==> src/sv/assert_macros.svh <==
// Assertion helpers shared by the RTL files.
// Each macro checks on the rising clock edge and is disabled while reset is low.
`ifndef ASSERT_MACROS_SVH
`define ASSERT_MACROS_SVH

`ifndef SYNTH

// The condition must hold at every clock edge outside reset.
`define ASSERT_ALWAYS(label, clock, resetn, cond) \
    label: assert property (@(posedge clock) disable iff (!resetn) (cond)) \
        else $error("assertion failed");

// When the antecedent holds, the consequent must hold in the same cycle.
`define ASSERT_IMPLY(label, clock, resetn, ante, cons) \
    label: assert property (@(posedge clock) disable iff (!resetn) (ante) |-> (cons)) \
        else $error("assertion failed");

// When the antecedent holds, the consequent must hold in the next cycle.
`define ASSERT_NEXT(label, clock, resetn, ante, cons) \
    label: assert property (@(posedge clock) disable iff (!resetn) (ante) |=> (cons)) \
        else $error("assertion failed");

`else

`define ASSERT_ALWAYS(label, clock, resetn, cond)
`define ASSERT_IMPLY(label, clock, resetn, ante, cons)
`define ASSERT_NEXT(label, clock, resetn, ante, cons)

`endif

`endif

==> src/sv/tlvd_pkg.sv <==
`timescale 1ns / 1ps

package tlvd_pkg;

    // Length byte that announces a multi-byte long length.
    localparam logic [7:0] LEN_ESCAPE = 8'hFF;

    // Default number of bytes in a long length field.
    localparam int LONG_LENGTH_BYTES = 4;

    // Depth of the queue between the front and back parts.
    localparam int QUEUE_DEPTH = 2;

    // Configuration register indexes.
    localparam logic CFG_IDX_LENGTH_BIG_ENDIAN = 1'b0;

    // Parser phases.
    typedef enum logic [1:0] {
        PH_TAG   = 2'd0,
        PH_LEN   = 2'd1,
        PH_LONG  = 2'd2,
        PH_VALUE = 2'd3
    } phase_t;

    // One input byte after classification.
    typedef struct packed {
        logic [7:0] data;
        logic       last;
        logic       is_escape;
        logic       is_zero;
    } item_t;

    // One result item.
    typedef struct packed {
        logic [7:0]  element_tag;
        logic [7:0]  value_byte;
        logic        byte_valid;
        logic [31:0] value_offset;
        logic        element_end;
        logic        truncated;
        logic        buffer_end;
    } result_t;

endpackage

==> src/sv/tlv_stream_deframer_top.sv <==
`timescale 1ns / 1ps
// Channel   | Handshake                          | Payload
// ----------+------------------------------------+-------------------------------------------
// input     | in_valid / in_ready                | data_byte, buffer_last
// output    | out_valid / out_ready              | element_tag, value_byte, byte_valid,
//           |                                    | value_offset, element_end, truncated,
//           |                                    | buffer_end
// config    | psel, penable, pwrite, pready      | paddr, pwdata, prdata
//
// One byte per cycle sustained while the output is not stalled; a result reaches the output
// register from its byte through the two-entry queue and the parser step.
// Reset is asynchronous and active low; the parser restarts expecting a tag byte.
// A stalled output holds its result while the queue keeps taking up to two more bytes.
// The long length byte order register is read and written at byte address 0.

`include "assert_macros.svh"

module tlv_stream_deframer_top #(
    parameter int LongLengthBytes = tlvd_pkg::LONG_LENGTH_BYTES
) (
    input  logic        clk,
    input  logic        rst_n,
    input  logic        in_valid,
    output logic        in_ready,
    input  logic [7:0]  data_byte,
    input  logic        buffer_last,
    output logic        out_valid,
    input  logic        out_ready,
    output logic [7:0]  element_tag,
    output logic [7:0]  value_byte,
    output logic        byte_valid,
    output logic [31:0] value_offset,
    output logic        element_end,
    output logic        truncated,
    output logic        buffer_end,
    input  logic        psel,
    input  logic        penable,
    input  logic        pwrite,
    input  logic [2:0]  paddr,
    input  logic [31:0] pwdata,
    output logic [31:0] prdata,
    output logic        pready
);

    logic               big_endian_reg;
    logic               big_endian_next;
    logic               cfg_write;
    logic               head_valid;
    tlvd_pkg::item_t    head;
    logic               pop;
    tlvd_pkg::result_t  result;

    // Configuration port: always ready, register index from the word address.
    assign pready    = 1'b1;
    assign cfg_write = psel && penable && pwrite && pready;

    always_comb
    begin
        big_endian_next = big_endian_reg;
        if (cfg_write && (paddr[2] == tlvd_pkg::CFG_IDX_LENGTH_BIG_ENDIAN))
        begin
            big_endian_next = pwdata[0];
        end
    end

    always_comb
    begin
        prdata = '0;
        if (paddr[2] == tlvd_pkg::CFG_IDX_LENGTH_BIG_ENDIAN)
        begin
            prdata = {31'd0, big_endian_reg};
        end
    end

    always_ff @(posedge clk or negedge rst_n)
    begin
        if (!rst_n)
        begin
            big_endian_reg <= 1'b0;
        end
        else
        begin
            big_endian_reg <= big_endian_next;
        end
    end

    // Front: classify bytes and queue them.
    tlvd_front u_front (
        .clk         (clk),
        .rst_n       (rst_n),
        .in_valid    (in_valid),
        .in_ready    (in_ready),
        .data_byte   (data_byte),
        .buffer_last (buffer_last),
        .head_valid  (head_valid),
        .head        (head),
        .pop         (pop)
    );

    // Back: parse queued bytes and hold the result.
    tlvd_back #(
        .LongLengthBytes (LongLengthBytes)
    ) u_back (
        .clk        (clk),
        .rst_n      (rst_n),
        .big_endian (big_endian_reg),
        .head_valid (head_valid),
        .head       (head),
        .pop        (pop),
        .out_valid  (out_valid),
        .out_ready  (out_ready),
        .result     (result)
    );

    // Unpack the result onto the output ports.
    assign element_tag  = result.element_tag;
    assign value_byte   = result.value_byte;
    assign byte_valid   = result.byte_valid;
    assign value_offset = result.value_offset;
    assign element_end  = result.element_end;
    assign truncated    = result.truncated;
    assign buffer_end   = result.buffer_end;

    // A full queue always presents a head byte to the parser.
    `ASSERT_IMPLY(a_full_has_head, clk, rst_n, !in_ready, head_valid)

    // A truncated result never carries a value byte or an element end.
    `ASSERT_IMPLY(a_trunc_empty, clk, rst_n, out_valid && truncated, !byte_valid && !element_end)

    // A result without a value byte reports a zero byte and offset.
    `ASSERT_IMPLY(a_novalue_zero, clk, rst_n, out_valid && !byte_valid, !(|{value_byte, value_offset}))

    // A stalled result stays valid until it is taken.
    `ASSERT_NEXT(a_stall_no_pop, clk, rst_n, out_valid && !out_ready, out_valid)

endmodule

==> src/sv/tlvd_front.sv <==
`timescale 1ns / 1ps

module tlvd_front (
    input  logic                clk,
    input  logic                rst_n,
    input  logic                in_valid,
    output logic                in_ready,
    input  logic [7:0]          data_byte,
    input  logic                buffer_last,
    output logic                head_valid,
    output tlvd_pkg::item_t     head,
    input  logic                pop
);

    localparam int PTR_W = (tlvd_pkg::QUEUE_DEPTH > 1) ? $clog2(tlvd_pkg::QUEUE_DEPTH) : 1;
    localparam int CNT_W = $clog2(tlvd_pkg::QUEUE_DEPTH + 1);

    tlvd_pkg::item_t    slot_reg [tlvd_pkg::QUEUE_DEPTH];
    logic [PTR_W-1:0]   wr_ptr_reg;
    logic [PTR_W-1:0]   wr_ptr_next;
    logic [PTR_W-1:0]   rd_ptr_reg;
    logic [PTR_W-1:0]   rd_ptr_next;
    logic [CNT_W-1:0]   count_reg;
    logic [CNT_W-1:0]   count_next;
    tlvd_pkg::item_t    item_in;
    logic               push;

    // Classify the incoming byte so the parser needs no wide compare.
    always_comb
    begin
        item_in.data      = data_byte;
        item_in.last      = buffer_last;
        item_in.is_escape = (data_byte == tlvd_pkg::LEN_ESCAPE);
        item_in.is_zero   = (data_byte == 8'd0);
    end

    assign in_ready   = (count_reg != CNT_W'(tlvd_pkg::QUEUE_DEPTH));
    assign push       = in_valid && in_ready;
    assign head_valid = (count_reg != '0);
    assign head       = slot_reg[rd_ptr_reg];

    // Pointer and fill count updates.
    always_comb
    begin
        wr_ptr_next = wr_ptr_reg;
        rd_ptr_next = rd_ptr_reg;
        count_next  = count_reg;
        if (push)
        begin
            wr_ptr_next = (wr_ptr_reg == PTR_W'(tlvd_pkg::QUEUE_DEPTH - 1)) ? '0
                                                                           : wr_ptr_reg + 1'b1;
        end
        if (pop)
        begin
            rd_ptr_next = (rd_ptr_reg == PTR_W'(tlvd_pkg::QUEUE_DEPTH - 1)) ? '0
                                                                           : rd_ptr_reg + 1'b1;
        end
        if (push && !pop)
        begin
            count_next = count_reg + 1'b1;
        end
        else if (pop && !push)
        begin
            count_next = count_reg - 1'b1;
        end
    end

    // Queue control state.
    always_ff @(posedge clk or negedge rst_n)
    begin
        if (!rst_n)
        begin
            wr_ptr_reg <= '0;
            rd_ptr_reg <= '0;
            count_reg  <= '0;
        end
        else
        begin
            wr_ptr_reg <= wr_ptr_next;
            rd_ptr_reg <= rd_ptr_next;
            count_reg  <= count_next;
        end
    end

    // Queue storage; a slot is written on each accepted transfer.
    always_ff @(posedge clk)
    begin
        if (push)
        begin
            slot_reg[wr_ptr_reg] <= item_in;
        end
    end

endmodule

==> src/sv/tlvd_back.sv <==
`timescale 1ns / 1ps

module tlvd_back #(
    parameter int LongLengthBytes = tlvd_pkg::LONG_LENGTH_BYTES
) (
    input  logic                clk,
    input  logic                rst_n,
    input  logic                big_endian,
    input  logic                head_valid,
    input  tlvd_pkg::item_t     head,
    output logic                pop,
    output logic                out_valid,
    input  logic                out_ready,
    output tlvd_pkg::result_t   result
);

    // The counter also indexes the first four length bytes, so keep at least three bits.
    localparam int CNT_RAW = $clog2(LongLengthBytes + 1);
    localparam int CNT_W   = (CNT_RAW < 3) ? 3 : CNT_RAW;

    tlvd_pkg::phase_t   phase_reg;
    tlvd_pkg::phase_t   phase_next;
    logic [7:0]         tag_reg;
    logic [7:0]         tag_next;
    logic [31:0]        rem_reg;
    logic [31:0]        rem_next;
    logic [CNT_W-1:0]   cnt_reg;
    logic [CNT_W-1:0]   cnt_next;
    logic [31:0]        pos_reg;
    logic [31:0]        pos_next;
    logic               ovf_reg;
    logic               ovf_next;
    logic               skip_reg;
    logic               skip_next;
    logic               out_valid_reg;
    logic               out_valid_next;
    tlvd_pkg::result_t  res_reg;
    tlvd_pkg::result_t  res_next;
    logic               emit;

    // Take the next byte whenever the output register is free or being drained.
    assign pop       = head_valid && (!out_valid_reg || out_ready);
    assign out_valid = out_valid_reg;
    assign result    = res_reg;

    // Per-byte parser step.
    always_comb
    begin
        logic [31:0]      lrem;
        logic             lovf;
        logic [CNT_W-1:0] lcnt;

        phase_next = phase_reg;
        tag_next   = tag_reg;
        rem_next   = rem_reg;
        cnt_next   = cnt_reg;
        pos_next   = pos_reg;
        ovf_next   = ovf_reg;
        skip_next  = skip_reg;
        emit       = 1'b0;
        res_next   = '0;
        res_next.element_tag = tag_reg;
        lrem       = rem_reg;
        lovf       = ovf_reg;
        lcnt       = cnt_reg + 1'b1;

        if (pop)
        begin
            if (skip_reg)
            begin
                // Drop the rest of a buffer after an oversized long length.
                if (head.last)
                begin
                    skip_next = 1'b0;
                end
            end
            else
            begin
                unique case (phase_reg)
                    tlvd_pkg::PH_TAG:
                    begin
                        tag_next = head.data;
                        res_next.element_tag = head.data;
                        if (head.last)
                        begin
                            emit = 1'b1;
                            res_next.truncated  = 1'b1;
                            res_next.buffer_end = 1'b1;
                        end
                        else
                        begin
                            phase_next = tlvd_pkg::PH_LEN;
                        end
                    end
                    tlvd_pkg::PH_LEN:
                    begin
                        pos_next = '0;
                        if (head.is_escape)
                        begin
                            rem_next = '0;
                            cnt_next = '0;
                            ovf_next = 1'b0;
                            if (head.last)
                            begin
                                emit = 1'b1;
                                res_next.truncated  = 1'b1;
                                res_next.buffer_end = 1'b1;
                            end
                            else
                            begin
                                phase_next = tlvd_pkg::PH_LONG;
                            end
                        end
                        else if (head.is_zero)
                        begin
                            // Empty element: one end result with no value byte.
                            emit = 1'b1;
                            res_next.element_end = 1'b1;
                            res_next.buffer_end  = head.last;
                            phase_next = tlvd_pkg::PH_TAG;
                        end
                        else
                        begin
                            rem_next = {24'd0, head.data};
                            if (head.last)
                            begin
                                emit = 1'b1;
                                res_next.truncated  = 1'b1;
                                res_next.buffer_end = 1'b1;
                            end
                            else
                            begin
                                phase_next = tlvd_pkg::PH_VALUE;
                            end
                        end
                    end
                    tlvd_pkg::PH_LONG:
                    begin
                        // Accumulate one long length byte and flag values above 32 bits.
                        if (big_endian)
                        begin
                            if (rem_reg[31:24] != 8'd0)
                            begin
                                lovf = 1'b1;
                            end
                            lrem = {rem_reg[23:0], head.data};
                        end
                        else if (cnt_reg < CNT_W'(4))
                        begin
                            unique case (cnt_reg[1:0])
                                2'd0:    lrem = rem_reg | {24'd0, head.data};
                                2'd1:    lrem = rem_reg | {16'd0, head.data, 8'd0};
                                2'd2:    lrem = rem_reg | {8'd0, head.data, 16'd0};
                                default: lrem = rem_reg | {head.data, 24'd0};
                            endcase
                        end
                        else if (!head.is_zero)
                        begin
                            lovf = 1'b1;
                        end
                        rem_next = lrem;
                        ovf_next = lovf;
                        cnt_next = lcnt;
                        if (lcnt >= CNT_W'(LongLengthBytes))
                        begin
                            phase_next = tlvd_pkg::PH_VALUE;
                            if (lovf)
                            begin
                                emit = 1'b1;
                                res_next.truncated  = 1'b1;
                                res_next.buffer_end = head.last;
                                phase_next = tlvd_pkg::PH_TAG;
                                skip_next  = !head.last;
                            end
                            else if (lrem == 32'd0)
                            begin
                                emit = 1'b1;
                                res_next.element_end = 1'b1;
                                res_next.buffer_end  = head.last;
                                phase_next = tlvd_pkg::PH_TAG;
                            end
                            else if (head.last)
                            begin
                                emit = 1'b1;
                                res_next.truncated  = 1'b1;
                                res_next.buffer_end = 1'b1;
                            end
                        end
                        else if (head.last)
                        begin
                            emit = 1'b1;
                            res_next.truncated  = 1'b1;
                            res_next.buffer_end = 1'b1;
                        end
                    end
                    tlvd_pkg::PH_VALUE:
                    begin
                        if (rem_reg <= 32'd1)
                        begin
                            // Final value byte of the element.
                            emit = 1'b1;
                            res_next.value_byte   = head.data;
                            res_next.byte_valid   = 1'b1;
                            res_next.value_offset = pos_reg;
                            res_next.element_end  = 1'b1;
                            res_next.buffer_end   = head.last;
                            rem_next   = '0;
                            phase_next = tlvd_pkg::PH_TAG;
                        end
                        else if (head.last)
                        begin
                            emit = 1'b1;
                            res_next.truncated  = 1'b1;
                            res_next.buffer_end = 1'b1;
                        end
                        else
                        begin
                            emit = 1'b1;
                            res_next.value_byte   = head.data;
                            res_next.byte_valid   = 1'b1;
                            res_next.value_offset = pos_reg;
                            rem_next = rem_reg - 32'd1;
                            pos_next = pos_reg + 32'd1;
                        end
                    end
                    default:
                    begin
                        phase_next = tlvd_pkg::PH_TAG;
                    end
                endcase
            end

            // Every final byte of a buffer starts the next buffer at a tag.
            if (head.last)
            begin
                phase_next = tlvd_pkg::PH_TAG;
            end
        end
    end

    // Output register occupancy.
    always_comb
    begin
        out_valid_next = out_valid_reg;
        if (out_valid_reg && out_ready)
        begin
            out_valid_next = 1'b0;
        end
        if (emit)
        begin
            out_valid_next = 1'b1;
        end
    end

    // Parser and output control state.
    always_ff @(posedge clk or negedge rst_n)
    begin
        if (!rst_n)
        begin
            phase_reg     <= tlvd_pkg::PH_TAG;
            tag_reg       <= '0;
            rem_reg       <= '0;
            cnt_reg       <= '0;
            pos_reg       <= '0;
            ovf_reg       <= 1'b0;
            skip_reg      <= 1'b0;
            out_valid_reg <= 1'b0;
        end
        else
        begin
            phase_reg     <= phase_next;
            tag_reg       <= tag_next;
            rem_reg       <= rem_next;
            cnt_reg       <= cnt_next;
            pos_reg       <= pos_next;
            ovf_reg       <= ovf_next;
            skip_reg      <= skip_next;
            out_valid_reg <= out_valid_next;
        end
    end

    // Result payload is loaded only when a result is produced.
    always_ff @(posedge clk)
    begin
        if (emit)
        begin
            res_reg <= res_next;
        end
    end

endmodule

==> config.mk <==
export PLATFORM = sky130hd
export DESIGN_NAME = tlv_stream_deframer_top
export DESIGN_NICKNAME = d
export VERILOG_FILES = /design/src/sv/tlvd_pkg.sv /design/src/sv/tlv_stream_deframer_top.sv /design/src/sv/tlvd_front.sv /design/src/sv/tlvd_back.sv
export VERILOG_INCLUDE_DIRS = /design/src /design/src/sv
export SDC_FILE = /design/constraint.sdc
export NUM_CORES = 1
export LEC_CHECK = 0
export ABC_CLOCK_PERIOD_IN_PS = 5600
export BUFFER_PORTS_ARGS = -buffer_cell sky130_fd_sc_hd__buf_2
export CAP_MARGIN = 5
export CORE_MARGIN = 3
export CORE_UTILIZATION = 57
export CTS_BUF_LIST = sky130_fd_sc_hd__clkbuf_8 sky130_fd_sc_hd__clkbuf_16
export DETAILED_ROUTE_END_ITERATION = 10
export PLACE_DENSITY = 0.8
export SYNTH_ARGS = -nofsm -noshare
export SYNTH_HDL_FRONTEND = slang
export SYNTH_SLANG_ARGS = --single-unit
==> constraint.sdc <==
create_clock -name clk -period 5.6 [get_ports clk]
set_input_delay 0.56 -clock clk [delete_from_list [all_inputs] [get_ports clk]]
set_output_delay 0.56 -clock clk [all_outputs]
set_load 0.005 [all_outputs]
==> out/metrics.csv <==
stage,metric,value,unit
route,DRT iter0 DRCs,965,
global_route,Tot GR Track Use,0.255,
timing,Least-Margin Pin Slew,1.12,ns
logic_synthesis,Post-Synth XOR/XNOR Area,0.0456,
logic_synthesis,ys flop type,dfrtp_1,
placed_design,Post-DP HPWL,13500,um
timing,# setup viols final,0,
timing,Max-slew headroom,0.250,
logic_synthesis,Post-Syn Area,8440,um^2
timing,setup TNS,0,ns
final_layout,fin nets,940,
logic_synthesis,syn_area_per_cell,10.2,um^2
timing,Final Skew,0.0132,ns
timing,fin worst setup slack,1.49,ns
setup_path,CP Max Fanout,43,
placed_design,placed instance count,1040,
timing,Max Freq,243,MHz
logic_synthesis,ys async rst share,0.535,
timing,RSZ-0062 raised after global routing,false,
power_and_ir_drop,P per Cell Area,534,nW/um^2
logic_synthesis,post-synthesis sequential area ratio,0.515,
route,Vias,6792,
worst_hold_path,HP Class,in -> reg,
setup_path,worst endpoint required time,5.67,ns
power_and_ir_drop,Static Leak,0.00374,uW
job,Max-Cap Viols,0,
floorplan,Die Area,16300,um^2
timing,Tcrit/Tclk final,0.734,
logic_synthesis,Synth Register Bits,159,
placed_design,Placed Area,8760,um^2
timing,Final Max Tran Viols,0,
global_route,vias in the first global route,6513,
floorplan,die height,128,um
placed_design,buffers added on ports,72,
final_layout,fillers,1068,
clock_tree,CTS Buf Count,17,
floorplan,Die W,128,um
clock_tree,"Reg clk slew, reported paths",0.07,ns
clock_tree,H-Tree Depth,4,
placed_design,Setup WS pre-CTS,1.62,ns
logic_synthesis,Netlist cell types,67,
route,routed wl met2,9880,um
setup_path,CP Capture Type,flip-flop,
setup_path,worst reg-to-reg setup slack,1.49,ns
logic_synthesis,largest family of logic cells by synthesized area,simple AND/OR/NAND/NOR gates,
clock_tree,CTS tree,built,
final_layout,diode count,0,
global_route,GRT overflow,0,
logic_synthesis,post-synthesis mux area share,0.0280,
timing,min Tclk post-route,4.11,ns
clock_tree,Root Driver,clkbuf_16,
power_and_ir_drop,Worst VDD drop,0.314,mV
route,DRC,0,
clock_tree,CTS sink cnt,159,
floorplan,Core Area,14200,um^2
clock_tree,Worst-Skew Late Latency,0.44,ns
floorplan,initial core utilization,0.595,
logic_synthesis,yosys synthesis warning count,0,
logic_synthesis,Synth Area in Compound Gates,0.151,
final_layout,Area Overhead vs Synth,11.0,%
run_status,outcome,completed,
floorplan,site row count,43,
global_route,antenna violations before repair,0,
final_layout,max FFs per register,52,
timing,Hold Fails Final Rpt,0,
global_route,first-pass GRT wire length,33000,um
route,DR pass1 iterations,6,
logic_synthesis,Post-synth EDFFs,74,
final_layout,fin util,0.660,
final_layout,layout cells sized above 1,0.161,
setup_path,Setup Crit Path Kind,reg -> reg,
route,post-route ant nets,0,
final_layout,final design area excluding fillers,9370,um^2
clock_tree,Clock Tree Buf Depth,2,
route,wire per inst,18.9,um
setup_path,Setup crit start kind,flip-flop,
logic_synthesis,Post-Synth Simple-Gate Area,0.180,
route,total wire length,20300,um
setup_path,Critical Path AT,4.18,ns
route,met3 routed WL,1990,um
route,post-DR vias/cell,6.32,
placed_design,routability-driven placement congestion ratio,0.935,
route,top layer in use,met4,
logic_synthesis,cell count after synthesis,826,
logic_synthesis,adder-cell share of the synthesized area,0.0119,
global_route,largest net degree at the start of global routing,85,
floorplan,# IOs,138,
final_layout,non-filler instance count after layout,1074,
route,post-route met1 wirelength,7880,um
## cells in the mapped netlist (all sizes together), types with 16 or more instances
cell type,instances,area (um^2)
dfrtp,85,2130
nand2,39,146
o22ai,17,106
o21ai,46,230
nand3,20,105
clkbuf,27,108
inv,19,71.3
nor3,33,170
buf,52,390
a222oi,16,160
a21oi,43,215
xnor2,34,298
nor2,112,425
and2,28,178
edfxtp,74,2220
## metrics by stage
stage | hold WS, ns | total power (uW)
final | 0.326 | 5010
after global routing | 0.323 | 5300
after CTS | 0.315 | 4970
after detailed placement | 0.344 | 3800
after global placement | 0.342 | 3750
after floorplan | 0.264 | 3230
## power by group
group	internal (uW)	switching (uW)
sequential	1630	242
clock	659	500
combinational	689	1290
## timing repair
action / CTS / global route
hold endpoints to repair: 1 / 0
resized for setup: 0 / 0
setup buffers: 0 / 0
hold buffers: 1 / 0
## cells by family after synthesis
logic type / after synthesis
buffers and inverters: 98
muxes: 22
adders and majority gates: 8
DFF: 159
xor gates and xnor gates: 44
and+or+nand+nor: 303
AOI/OAI and AO/OA: 190
other: 2
## path summary, 6_finish.rpt
| check | to | from | depth (start not counted) |
|---|---|---|---|
| setup reg to reg | u_back.result[12]$_SDFFCE_PP0P_ | u_back.cnt_reg[0]$_DFFE_PN0P_ | 11 |
| hold / removal | u_front.slot_reg[1][2]$_DFFE_PP_ | buffer_last | 1 |
| max in group asynchronous | u_back.rem_reg[19]$_DFFE_PN0P_ | rst_n | 3 |
| setup / recovery | u_back.result[12]$_SDFFCE_PP0P_ | u_back.cnt_reg[0]$_DFFE_PN0P_ | 11 |
| hold reg to reg | u_front.wr_ptr_reg$_DFFE_PN0P_ | u_front.wr_ptr_reg$_DFFE_PN0P_ | 1 |
| min in group asynchronous | u_front.wr_ptr_reg$_DFFE_PN0P_ | rst_n | 2 |
## layer usage
metal	vias to the layer above	global-route usage
li1	3097	-
met1	3232	0.340
met2	404	0.409
met3	59	0.0513
met4	0	0.115
met5	-	0
## critical path, cell delays in order (launching register included)
cell and delay (ns):
dfrtp_1 0.45, inv_1 0.10, ha_1 0.23, nor3_1 0.25
a21oi_1 0.27, buf_4 0.27, a222oi_1 0.55, nand4_1 0.16
nor3_1 0.35, a31oi_1 0.23, nor2_4 0.33, buf_4 0.52
## final cells by class
type	instances	area, um^2	area share
clock buffer	19	464	0.0495
multi-input combinational	599	3670	0.392
timing repair buffer	85	467	0.0498
clock inverter	13	126	0.0135
inverter	19	71.3	0.00761
tap	180	225	0.0240
sequential	159	4350	0.464
## cell usage in the layout, fill, tap and decap left out, drive strengths merged, types with 4 or more instances in the layout
master,synthesis,layout
o22ai,17,17
nand2,39,39
or4,7,7
conb,2,32
ha,8,8
o311ai,8,8
xor2,10,10
mux2i,9,9
and4,4,4
a211oi,4,4
nand4,12,12
nand2b,12,12
nor4,15,15
a22o,12,12
a21oi,43,43
nor3,33,33
nor2,112,112
a31oi,11,11
and2,28,28
edfxtp,74,74
or3,4,4
nand3,20,20
buf,52,84
mux2,13,13
a222oi,16,16
a22oi,4,4
xnor2,34,34
o22a,5,5
nor2b,5,5
clkbuf,27,19
inv,19,27
dfrtp,85,85
o21ai,46,46
Note: power is estimated with default switching activity, not from simulation.
